<file path="config.mk">
export PLATFORM = sky130hd
export DESIGN_NAME = grid_dimension_calc
export DESIGN_NICKNAME = d
export VERILOG_FILES = /design/src/design/gdc_pkg.sv /design/src/design/gdc_sqrt_cell.sv /design/src/design/gdc_div_cell.sv /design/src/design/grid_dimension_calc.sv
export SDC_FILE = /design/constraint.sdc
export NUM_CORES = 2
export LEC_CHECK = 0
export ABC_AREA = 0
export BUFFER_PORTS_ARGS = -buffer_cell sky130_fd_sc_hd__buf_2
export CAP_MARGIN = 10
export CORE_MARGIN = 1.5
export CORE_UTILIZATION = 55
export CTS_CLUSTER_SIZE = 8
export DETAILED_ROUTE_END_ITERATION = 16
export HOLD_SLACK_MARGIN = 0.02
export PLACE_DENSITY = 0.71
export SKIP_LAST_GASP = 1
export SYNTH_ARGS = -nofsm -noshare
export SYNTH_HDL_FRONTEND = slang
export SYNTH_SLANG_ARGS = --single-unit
</file>
<file path="constraint.sdc">
create_clock -name clk -period 58.9 [get_ports clk]
set_input_delay 2.945 -clock clk [delete_from_list [all_inputs] [get_ports clk]]
set_output_delay 2.945 -clock clk [all_outputs]
set_load 0.1 [all_outputs]
</file>
<file path="src/design/gdc_pkg.sv">
// Shared types and constants for the grid dimension calculator.
package gdc_pkg;

  localparam int COUNT_W   = 16;
  localparam int SQ_STEPS  = COUNT_W / 2;
  localparam int ROOT_W    = SQ_STEPS;
  localparam int SQ_REM_W  = ROOT_W + 1;
  localparam int DIV_STEPS = COUNT_W;
  localparam int CFG_IDX_W = 8;

  localparam logic [CFG_IDX_W-1:0] REG_COLUMN_LIMIT = CFG_IDX_W'(0);
  localparam logic [CFG_IDX_W-1:0] REG_ROW_LIMIT    = CFG_IDX_W'(1);

  // Per-item control that rides along the whole chain.
  typedef struct packed {
    logic               invalid;
    logic               use_sqrt;
    logic               swap;
    logic [COUNT_W-1:0] fix;
    logic [COUNT_W-1:0] clamp;
  } gdc_side_t;

  // Beat held by one square root cell.
  typedef struct packed {
    logic [COUNT_W-1:0]  n;
    logic [SQ_REM_W-1:0] rem;
    logic [ROOT_W-1:0]   root;
    gdc_side_t           side;
  } gdc_sq_t;

  // Beat held by one divide cell.
  typedef struct packed {
    logic [COUNT_W-1:0] n;
    logic [COUNT_W-1:0] d;
    logic [COUNT_W-1:0] rem;
    logic [COUNT_W-1:0] quo;
    gdc_side_t          side;
  } gdc_div_t;

endpackage

</file>
<file path="src/design/gdc_sqrt_cell.sv">
// One cell of the square root chain: settles one root bit per stage.
module gdc_sqrt_cell
  import gdc_pkg::*;
#(
  parameter int STEP = 0
) (
  input  logic     clk,
  input  logic     rst_n,
  input  logic     adv,
  input  logic     vld_i,
  input  gdc_sq_t  dat_i,
  output logic     vld_o,
  output gdc_sq_t  dat_o
);

  localparam int LSB = COUNT_W - 2 * (STEP + 1);

  logic              vld_r;
  gdc_sq_t           dat_r;
  gdc_sq_t           dat_nxt;
  logic [SQ_REM_W+1:0] cur;
  logic [SQ_REM_W+1:0] trial;
  logic              ge;

  // Bring down two bits, then try to subtract 4*root + 1.
  always_comb begin
    cur     = {dat_i.rem, dat_i.n[LSB +: 2]};
    trial   = {1'b0, dat_i.root, 2'b01};
    ge      = (cur >= trial);
    dat_nxt = dat_i;
    dat_nxt.rem  = ge ? SQ_REM_W'(cur - trial) : SQ_REM_W'(cur);
    dat_nxt.root = {dat_i.root[ROOT_W-2:0], ge};
  end

  always_ff @(posedge clk) begin
    if (!rst_n) begin
      vld_r <= 1'b0;
    end else if (adv) begin
      vld_r <= vld_i;
    end
  end

  always_ff @(posedge clk) begin
    if (adv) begin
      dat_r <= dat_nxt;
    end
  end

  assign vld_o = vld_r;
  assign dat_o = dat_r;

endmodule

</file>
<file path="src/design/gdc_div_cell.sv">
// One cell of the restoring divide chain: settles one quotient bit per stage.
module gdc_div_cell
  import gdc_pkg::*;
#(
  parameter int BIT = 0
) (
  input  logic     clk,
  input  logic     rst_n,
  input  logic     adv,
  input  logic     vld_i,
  input  gdc_div_t dat_i,
  output logic     vld_o,
  output gdc_div_t dat_o
);

  logic             vld_r;
  gdc_div_t         dat_r;
  gdc_div_t         dat_nxt;
  logic [COUNT_W:0] cur;
  logic             ge;

  always_comb begin
    cur     = {dat_i.rem, dat_i.n[BIT]};
    ge      = (cur >= {1'b0, dat_i.d});
    dat_nxt = dat_i;
    dat_nxt.rem = ge ? COUNT_W'(cur - {1'b0, dat_i.d}) : COUNT_W'(cur);
    dat_nxt.quo = {dat_i.quo[COUNT_W-2:0], ge};
  end

  always_ff @(posedge clk) begin
    if (!rst_n) begin
      vld_r <= 1'b0;
    end else if (adv) begin
      vld_r <= vld_i;
    end
  end

  always_ff @(posedge clk) begin
    if (adv) begin
      dat_r <= dat_nxt;
    end
  end

  assign vld_o = vld_r;
  assign dat_o = dat_r;

endmodule

</file>
<file path="src/design/grid_dimension_calc.sv">
// Top level of the grid dimension calculator: decode, cell chains and output skid.
//
// The block takes one source count per beat and returns the columns and rows of a
// compositing grid, one result beat per input beat, in order. It accepts a new count
// on every cycle while the pipe is not halted; on its way to the output register each
// count passes one decode stage, a chain of 8 square root cells (one root bit
// per cell) and a chain of 16 restoring divide cells (one quotient bit per cell),
// after which the ceiling and limit clamp are applied on the way into the output
// register. The whole pipe advances together; it halts only while the skid
// register behind the output is occupied, so in_tready is a register output and
// does not depend combinationally on out_tready. Column and row limits are written
// through the cfg port (index 0 is the column limit, index 1 the row limit, other
// indexes are dropped); a limit of zero means that side is unlimited. Limits should
// only be changed while no count is in flight. A count of zero returns zero
// columns and rows with the invalid flag set.
module grid_dimension_calc
  import gdc_pkg::*;
(
  input  logic                 clk,
  input  logic                 rst_n,
  // Input stream; tdata: source_count[15:0].
  input  logic                 in_tvalid,
  output logic                 in_tready,
  input  logic [15:0]          in_tdata,
  // Result stream; tdata: grid_columns[15:0], grid_rows[31:16].
  output logic                 out_tvalid,
  input  logic                 out_tready,
  output logic [31:0]          out_tdata,
  // tuser: invalid_count[0].
  output logic [0:0]           out_tuser,
  // Configuration writes.
  input  logic                 cfg_valid,
  output logic                 cfg_ready,
  input  logic [CFG_IDX_W-1:0] cfg_index,
  input  logic [COUNT_W-1:0]   cfg_data
);

  localparam logic [COUNT_W-1:0] NO_CLAMP = {COUNT_W{1'b1}};

  // Limit registers.
  logic [COUNT_W-1:0] column_limit_r;
  logic [COUNT_W-1:0] row_limit_r;

  // Pipe control: everything moves when the skid register is empty.
  logic adv;
  logic skid_valid_r;

  // Decode stage.
  logic      dec_valid_r;
  gdc_sq_t   dec_r;
  gdc_sq_t   dec_nxt;

  // Chains.
  logic      sq_vld [0:SQ_STEPS];
  gdc_sq_t   sq_dat [0:SQ_STEPS];
  logic      dv_vld [0:DIV_STEPS];
  gdc_div_t  dv_dat [0:DIV_STEPS];

  // Root to divider hand-off.
  logic [ROOT_W:0]    root_ceil;
  logic [COUNT_W-1:0] fix_sel;

  // Finishing logic and output registers.
  logic [COUNT_W:0]   quo_ceil;
  logic [COUNT_W-1:0] other_side;
  logic [31:0]        res_tdata;
  logic               res_invalid;
  logic               push;
  logic               out_fire;
  logic               out_valid_r;
  logic [31:0]        out_tdata_r;
  logic               out_tuser_r;
  logic [31:0]        skid_tdata_r;
  logic               skid_tuser_r;

  assign cfg_ready = 1'b1;
  assign adv       = !skid_valid_r;
  assign in_tready = adv;

  always_ff @(posedge clk) begin
    if (!rst_n) begin
      column_limit_r <= '0;
      row_limit_r    <= '0;
    end else if (cfg_valid && cfg_ready) begin
      case (cfg_index)
        REG_COLUMN_LIMIT: column_limit_r <= cfg_data;
        REG_ROW_LIMIT:    row_limit_r    <= cfg_data;
        default: ;
      endcase
    end
  end

  // Decode picks the fixed side, which side it is, and the clamp on the other side.
  // Without limits (or with a single limit that already covers the count) the fixed
  // side is the ceiling square root, filled in after the root chain. With both
  // limits the smaller limit picks which side is fixed first; the case where the
  // limits are filled completely falls out of the clamp on the other side.
  always_comb begin
    dec_nxt               = '0;
    dec_nxt.n             = in_tdata;
    dec_nxt.side.invalid  = (in_tdata == '0);
    dec_nxt.side.clamp    = NO_CLAMP;
    if (column_limit_r == '0 && row_limit_r == '0) begin
      dec_nxt.side.use_sqrt = 1'b1;
    end else if (row_limit_r == '0) begin
      if (column_limit_r >= in_tdata) begin
        dec_nxt.side.use_sqrt = 1'b1;
      end else begin
        dec_nxt.side.fix = column_limit_r;
      end
    end else if (column_limit_r == '0) begin
      if (row_limit_r >= in_tdata) begin
        dec_nxt.side.use_sqrt = 1'b1;
      end else begin
        dec_nxt.side.fix  = row_limit_r;
        dec_nxt.side.swap = 1'b1;
      end
    end else if (row_limit_r >= column_limit_r) begin
      dec_nxt.side.fix   = (in_tdata < column_limit_r) ? in_tdata : column_limit_r;
      dec_nxt.side.clamp = row_limit_r;
    end else begin
      dec_nxt.side.fix   = (in_tdata < row_limit_r) ? in_tdata : row_limit_r;
      dec_nxt.side.clamp = column_limit_r;
      dec_nxt.side.swap  = 1'b1;
    end
  end

  always_ff @(posedge clk) begin
    if (!rst_n) begin
      dec_valid_r <= 1'b0;
    end else if (adv) begin
      dec_valid_r <= in_tvalid;
    end
  end

  always_ff @(posedge clk) begin
    if (adv) begin
      dec_r <= dec_nxt;
    end
  end

  assign sq_vld[0] = dec_valid_r;
  assign sq_dat[0] = dec_r;

  for (genvar i = 0; i < SQ_STEPS; i++) begin : g_sqrt
    gdc_sqrt_cell #(.STEP(i)) u_cell (
      .clk   (clk),
      .rst_n (rst_n),
      .adv   (adv),
      .vld_i (sq_vld[i]),
      .dat_i (sq_dat[i]),
      .vld_o (sq_vld[i+1]),
      .dat_o (sq_dat[i+1])
    );
  end

  // The floor root is rounded up when the remainder is nonzero.
  always_comb begin
    root_ceil = {1'b0, sq_dat[SQ_STEPS].root} +
                (ROOT_W+1)'(sq_dat[SQ_STEPS].rem != '0);
    fix_sel   = sq_dat[SQ_STEPS].side.use_sqrt ? COUNT_W'(root_ceil)
                                               : sq_dat[SQ_STEPS].side.fix;
    dv_dat[0]          = '0;
    dv_dat[0].n        = sq_dat[SQ_STEPS].n;
    dv_dat[0].d        = fix_sel;
    dv_dat[0].side     = sq_dat[SQ_STEPS].side;
    dv_dat[0].side.fix = fix_sel;
  end
  assign dv_vld[0] = sq_vld[SQ_STEPS];

  for (genvar i = 0; i < DIV_STEPS; i++) begin : g_div
    gdc_div_cell #(.BIT(DIV_STEPS - 1 - i)) u_cell (
      .clk   (clk),
      .rst_n (rst_n),
      .adv   (adv),
      .vld_i (dv_vld[i]),
      .dat_i (dv_dat[i]),
      .vld_o (dv_vld[i+1]),
      .dat_o (dv_dat[i+1])
    );
  end

  // Ceiling of the quotient, clamp, and placement of the two sides.
  always_comb begin
    quo_ceil    = {1'b0, dv_dat[DIV_STEPS].quo} +
                  (COUNT_W+1)'(dv_dat[DIV_STEPS].rem != '0);
    other_side  = (quo_ceil > {1'b0, dv_dat[DIV_STEPS].side.clamp})
                  ? dv_dat[DIV_STEPS].side.clamp : COUNT_W'(quo_ceil);
    res_invalid = dv_dat[DIV_STEPS].side.invalid;
    if (res_invalid) begin
      res_tdata = '0;
    end else if (dv_dat[DIV_STEPS].side.swap) begin
      res_tdata = {dv_dat[DIV_STEPS].side.fix, other_side};
    end else begin
      res_tdata = {other_side, dv_dat[DIV_STEPS].side.fix};
    end
  end

  // Output register with a skid register behind it.
  assign push     = adv && dv_vld[DIV_STEPS];
  assign out_fire = out_valid_r && out_tready;

  always_ff @(posedge clk) begin
    if (!rst_n) begin
      out_valid_r  <= 1'b0;
      skid_valid_r <= 1'b0;
    end else if (skid_valid_r) begin
      if (out_fire) begin
        skid_valid_r <= 1'b0;
      end
    end else if (push) begin
      if (out_valid_r && !out_tready) begin
        skid_valid_r <= 1'b1;
      end else begin
        out_valid_r <= 1'b1;
      end
    end else if (out_fire) begin
      out_valid_r <= 1'b0;
    end
  end

  always_ff @(posedge clk) begin
    if (skid_valid_r) begin
      if (out_fire) begin
        out_tdata_r <= skid_tdata_r;
        out_tuser_r <= skid_tuser_r;
      end
    end else if (push) begin
      if (out_valid_r && !out_tready) begin
        skid_tdata_r <= res_tdata;
        skid_tuser_r <= res_invalid;
      end else begin
        out_tdata_r <= res_tdata;
        out_tuser_r <= res_invalid;
      end
    end
  end

  assign out_tvalid   = out_valid_r;
  assign out_tdata    = out_tdata_r;
  assign out_tuser[0] = out_tuser_r;

`ifndef SYNTH
  // The skid register only holds a beat while the output register is full.
  a_skid_behind_out: assert property (@(posedge clk) disable iff (!rst_n)
    skid_valid_r |-> out_valid_r)
    else $error("skid register holds a beat while the output is empty");

  // The skid register fills only after a stalled output cycle.
  a_skid_fill: assert property (@(posedge clk) disable iff (!rst_n)
    $rose(skid_valid_r) |-> $past(out_valid_r && !out_tready))
    else $error("skid register filled without an output stall");

  // A zero count gives an all-zero grid.
  a_invalid_zero: assert property (@(posedge clk) disable iff (!rst_n)
    (out_valid_r && out_tuser_r) |-> (out_tdata_r == '0))
    else $error("invalid count returned a nonzero grid");

  // A valid count always gives at least one column and one row.
  a_grid_nonzero: assert property (@(posedge clk) disable iff (!rst_n)
    (out_valid_r && !out_tuser_r) |->
      (out_tdata_r[15:0] != '0 && out_tdata_r[31:16] != '0))
    else $error("valid count returned an empty side");
`endif

endmodule
</file>
======== Yosys cells after proc, flatten, opt, wreduce, memory -nomap -nowiden ========
Cells that the tools add are included.
storage, ports and cells
  word-level logic and storage cells ...... 353
  output and inout bits ................... 36
  register bits ........................... 1742
  bits of input ports ..................... 45
cells by class
  reductions and logical operators ........ 21
  order comparisons ....................... 30
  equality and inequality tests ........... 4
  $add $sub $neg .......................... 26
  multiplexer cells ....................... 55
  bitwise operators ....................... 1
operator list
  cell                                                            number
  16-bit 2-to-1 mux                                               21
  17-bit by 16-bit greater-or-equal comparator with 1-bit output  15
  16-bit subtractor                                               15
  32-bit 2-to-1 mux                                               7
  9-bit 2-to-1 mux                                                7
  16-bit greater-or-equal comparator                              3
  16-bit zero test                                                3
  17-bit 2-to-1 mux                                               2
  16-bit less-than comparator                                     2
  16-bit by 1-bit adder with 17-bit output                        1
  17-bit by 16-bit > comparator with 1-bit output                 1
  1-bit 2-to-1 mux                                                17
  1-bit by 16-bit greater-or-equal comparator with 1-bit output   1
  16-bit nonzero test                                             1
  1-bit by 16-bit subtractor with 16-bit output                   1
  11-bit by 3-bit greater-or-equal comparator with 1-bit output   1
  11-bit by 4-bit greater-or-equal comparator with 1-bit output   1
  11-bit by 5-bit greater-or-equal comparator with 1-bit output   1
  11-bit by 6-bit greater-or-equal comparator with 1-bit output   1
  11-bit by 7-bit greater-or-equal comparator with 1-bit output   1
  11-bit by 8-bit greater-or-equal comparator with 1-bit output   1
  11-bit by 9-bit greater-or-equal comparator with 1-bit output   1
  8-bit by 1-bit adder with 9-bit output                          1
  3-bit AND reduction                                             3
  22 further kinds                                                29

======== Depth between registers and ports, before layout ========
  depth in word-level cells ............... 9
  depth in mapped cells ................... 17
  gate-level depth less buffers ........... 16

======== By module ========
Synthesis repeated with hierarchy kept, for this count alone.
second synthesis, totals
  cell total of the unflattened synthesis .. 6156
  area total of the unflattened synthesis .. 97727.5 um^2
modules (own cells, without submodules)
  module                               cells each  instances  seq. area each (um^2)  area each (um^2)
  gdc_div_cell (g_div[13].u_cell ...)  255         9          2992.9                 4200.3
  gdc_div_cell (g_div[0].u_cell ...)   259         7          2992.9                 4239.1
  gdc_sqrt_cell                        145         8          2062.0                 2632.5
  grid_dimension_calc                  888         1          4214.0                 9191.3

======== Least setup slack after synthesis ========
No wires, ideal clock.
  kind .................................... register to register
  start point ............................. reg skid_valid_r
  end point ............................... reg skid_tdata_r[0] (enable)
  cell stages (with the launch flop) ...... 5
  setup time .............................. 393 ps
  path buffers ............................ 2
  data required time ...................... 58507 ps
  arrival time ............................ 50457 ps
  slack ................................... 8050 ps
  period minus slack after synthesis ...... 50850 ps
  cells stage by stage .................... dfxtp_1 > clkbuf_1 > inv_2 > buf_1 > and3_1
between the ends
  cells in the longest elaborated chain, start to end .. 3
  elaborated cells between the ends (all ways) .. 4
  classes of those cells .................. bitwise (1); reduce/logical (3)
RTL lines
  item                           line                        source
  start, declared                grid_dimension_calc.sv:46   logic skid_valid_r;
  start signal, assigned         grid_dimension_calc.sv:206  skid_valid_r <= 1'b0;
  start signal, assigned         grid_dimension_calc.sv:209  skid_valid_r <= 1'b0;
  start signal, assigned         grid_dimension_calc.sv:213  skid_valid_r <= 1'b1;
  1-bit zero test                grid_dimension_calc.sv:77   assign adv = !skid_valid_r;
  via in_tready                  grid_dimension_calc.sv:23   output logic in_tready,
  1-bit logical AND              grid_dimension_calc.sv:200  assign push = adv && dv_vld[DIV_STEPS];
  3-bit AND reduction (no line)  -
  end signal, assigned           grid_dimension_calc.sv:230  skid_tdata_r <= res_tdata;
  end, declared                  grid_dimension_calc.sv:73   logic [31:0] skid_tdata_r;
The timed path passes the listed nets, and every way through them passes these cells.
A chain may end at the register's enable or synchronous reset.

======== Worst setup path in the final report ========
  start point ............................. reg skid_valid_r
  end point ............................... out in_tready
between the ends
  cells in the longest elaborated chain, start to end .. 1
RTL lines
  item             line
  1-bit zero test  grid_dimension_calc.sv:77
  end, declared    grid_dimension_calc.sv:23
No other way between the ends.

==> flow_summary.rst <==
.. list-table::
   :header-rows: 1

   * - Metric
     - Value
   * - Initial antenna violation count
     - 0
   * - Hold Crit Class
     - reg -> reg
   * - Die area
     - ~0.14 mm2
   * - Gp weighted congestion
     - between 0.8 and 0.9
   * - Switch Pwr
     - roughly 1.5 mW
   * - Share of the synthesized area in compound gates (AO/OA/AOI/OAI)
     - 0.0721
   * - Worst EP arrival
     - around 2.6 ns
   * - Max VDD drop
     - approximately 0.000033 V
   * - Most Used Layer, Global Route
     - met2
   * - Mean instance size in the synthesized netlist
     - roughly 15 um2
   * - Number of levels in the clock H-tree
     - 4
   * - Syn_nets
     - between 5000 and 6000
   * - Classification of the worst setup path
     - reg -> out
   * - 1st-iter DRT viols
     - about 2700
   * - Mux share of post-synthesis cell area
     - 0.0344
   * - Count of boundary I/O pins
     - 81
   * - Largest fanout on the critical path
     - 45
   * - Area share of and/or/nand/nor cells after synthesis
     - 0.0711
   * - Via count normalized by instance count
     - 5.61
   * - Sequential fraction of the synthesis area
     - 0.703
   * - Count of flip-flops with a built-in enable after synthesis
     - roughly 1700
   * - Crit path required time
     - 55.96 ns
   * - Leading post-synthesis cells by cell area
     - edfxtp_1, ha_1, mux2_2
   * - Remaining antenna violation count
     - 0
   * - TritonCTS clock tree
     - yes
   * - Count of instances resized after the clock tree is built
     - 0
   * - Share of final-layout standard cells stronger than drive strength 1
     - 0.107
   * - Setup repair bufs after CTS
     - 0
   * - Number of hold buffers added after CTS
     - 0
   * - Placement Rows
     - roughly 130
   * - Total global routing track utilization
     - 0.209
   * - Residual overflow from global routing
     - 0
   * - Number of storage elements in the synthesis netlist
     - roughly 1700
   * - Total of buffers placed on input and output ports
     - 79
   * - Share of the synthesized area in the top cell type
     - 0.687
   * - Detailed-route wire length per cell
     - between 15 and 20 um
   * - Final TNS setup
     - 0 ns
   * - Internal Power
     - 3.07 mW
   * - Portion of the clock cycle consumed by the worst path in the final layout
     - 0.0948
   * - Instance area at placement
     - roughly 0.076 mm2
   * - Chip Height
     - 369 um
   * - Largest net degree at the start of global routing
     - 190
   * - Unique masters post-synth
     - between 80 and 90
   * - Most common flop cell mapped by yosys
     - edfxtp_1
   * - Post-route total power
     - 4.53 mW
   * - Pre-antenna DRT Iters
     - 5
   * - Critical Path Sink Type
     - primary output
   * - Via count of the first global-routing pass
     - roughly 40000
   * - Switching share of power
     - 0.322
   * - Result of the run
     - completed
   * - Met3 Resource Use GR
     - 0.0336
   * - Placeable core area
     - 0.132 mm2
   * - Number of hold violations in the final report
     - 0
   * - Starting density of the core
     - 0.557
   * - Endpoints failing setup
     - 0
   * - Wire length of the first global-routing pass
     - around 220000 um
   * - Post-layout nets
     - between 5000 and 6000
   * - Skew final
     - 0.0636 ns
   * - Ant diodes
     - 0
   * - Share of the synthesized netlist area taken by xor and xnor gates
     - 0.0275
   * - Maxcap violations
     - 0
   * - Power Density
     - roughly 55 mW/mm2
   * - Min Hold Slack
     - around 0.40 ns
   * - Total count of max-transition violations in the final report
     - 0
   * - Clock tree root buffer cell
     - clkbuf_16
   * - Via Count
     - 39612
   * - Met2 Usage GRT
     - 0.385
   * - Yosys top cell by area
     - edfxtp_1
   * - Slew Limit Headroom
     - 0.214
   * - Sequential power share
     - 0.399
   * - Dominant combinational cell family by area after synthesis
     - compound AO/OA/AOI/OAI gates
   * - Layout-stage area growth over the synthesis result
     - 12.3%
   * - Post-synthesis async set-or-reset flop share
     - 0
   * - Final non-filler cell area
     - roughly 0.083 mm2
   * - Launching element type of the critical path
     - flip-flop
   * - Number of buffers created by CTS
     - about 240
   * - Maximum clock insertion buffer count
     - 3
   * - Fmax
     - around 0.18 GHz
   * - Mapped cell area
     - ~0.074 mm2
   * - Combinational power share
     - 0.337
   * - Final wirelength
     - 141000 um
   * - Synthesized instance count
     - about 5000
   * - Clock Power Share
     - 0.264
   * - Clock Latency Late Sink
     - between 0.8 and 0.9 ns
   * - Number of clock sinks
     - approximately 1700
   * - Detailed-placement wirelength estimate
     - ~95000 um
   * - Most common cell in the synthesized netlist
     - edfxtp_1
   * - Worst Max-Slew Pin Slew
     - 1.16 ns
   * - Adder-cell share of the synthesized area
     - 0.0643
   * - DRC violation count after routing
     - 0
   * - Cell leakage power
     - 31.1 nW
   * - Count of yosys warnings during synthesis
     - 0
   * - Most instantiated cells after synthesis
     - edfxtp_1, inv_1, ha_1
   * - Minimum period implied by the final worst setup slack
     - between 5 and 6 ns
   * - Worst-path clk slew
     - 0.05 ns
   * - Met1 layer usage reported by global route
     - 0.237
   * - Die width
     - 369 um
   * - Unrepaired setup endpoints after global routing
     - no
## power groups by stage
stage          Sequential [mW]  Clock (mW)  Combinational, mW
2_1_floorplan             1.77           0               1.17
3_3_place_gp              1.82           0               1.48
3_5_place_dp              1.83           0               1.50
4_1_cts                   1.81        1.23               1.52
5_1_grt                   1.83        1.28               1.69
6_report                  1.81        1.20               1.53
## final cells by class
cell class / count / area (um2)
clock buffer: 288 / 6140
clock inverter: 13 / 322
fill: 9529 / 49600
inverter: 415 / 1570
multi-input combinational: 2733 / 19900
sequential: 1742 / 51700
tap: 1755 / 2200
timing repair buffer: 121 / 748
## sequential cells by signal, indices dropped and copies added (netlist names)
name	count
skid_tdata_r	32
row_limit_r	16
column_limit_r	16
out_tuser	1
g_div.u_cell.dat_o	1056
g_sqrt.u_cell.vld_o	8
dec_r	51
skid_tuser_r	1
g_div.u_cell.vld_o	16
out_tdata	32
out_tvalid	1
skid_valid_r	1
g_sqrt.u_cell.dat_o	510
dec_valid_r	1
## per-stage QoR
step,setup WS [ns],instances,utilization
CTS,53.23,7067,0.625
floorplan,8.05,4983,-
finish,53.31,7067,0.625
global route,52.92,7067,0.625
detailed placement,52.78,6766,0.576
global placement,52.81,6766,0.576
## cell usage in the layout, fill, tap and decap left out, types with 70 or more instances in the layout
cell type,instances
nand4_1,70
nor2b_1,103
buf_2,79
ha_1,354
mux2i_1,83
xnor2_1,136
nor3_1,84
edfxtp_1,1683
nor2_1,341
mux2_2,149
o21ai_0,134
clkbuf_16,237
inv_1,413
a21oi_1,301
xor2_1,95
nand2_1,199
## per-layer routing
layer	share of wire	vias up
li1	-	19165
met1	0.39	19248
met2	0.53	893
met3	0.036	306
met4	0.040	0
met5	0	-
## worst max-delay path: stages, from the launching register on
cell and delay (ns):
dfxtp_2 0.92, inv_8 0.27, buf_2 0.46
## cell families after synthesis
group,count (synthesis)
flip-flops,1742
buffers and inverters,508
other,2
AO/OA/AOI/OAI,833
adder cells (fa/ha/maj),369
multiplexers,234
AND/OR/NAND/NOR,1064
XOR/XNOR,231
## worst paths after layout
| kind | endpoint | cells past startpoint | startpoint | slack (ns) |
|---|---|---|---|---|
| max reg2reg | g_div[3].u_cell.dat_o[53]$_DFFE_PN_ | 6 | skid_valid_r$_SDFF_PN0_ | 53.42 |
| min | g_div[15].u_cell.dat_o[0]$_DFFE_PN_ | 0 | g_div[14].u_cell.dat_o[0]$_DFFE_PN_ | 0.40 |
| min reg2reg | g_div[15].u_cell.dat_o[0]$_DFFE_PN_ | 0 | g_div[14].u_cell.dat_o[0]$_DFFE_PN_ | 0.40 |
| max | in_tready | 2 | skid_valid_r$_SDFF_PN0_ | 53.31 |
No activity file was read; power rests on OpenSTA's default activity.
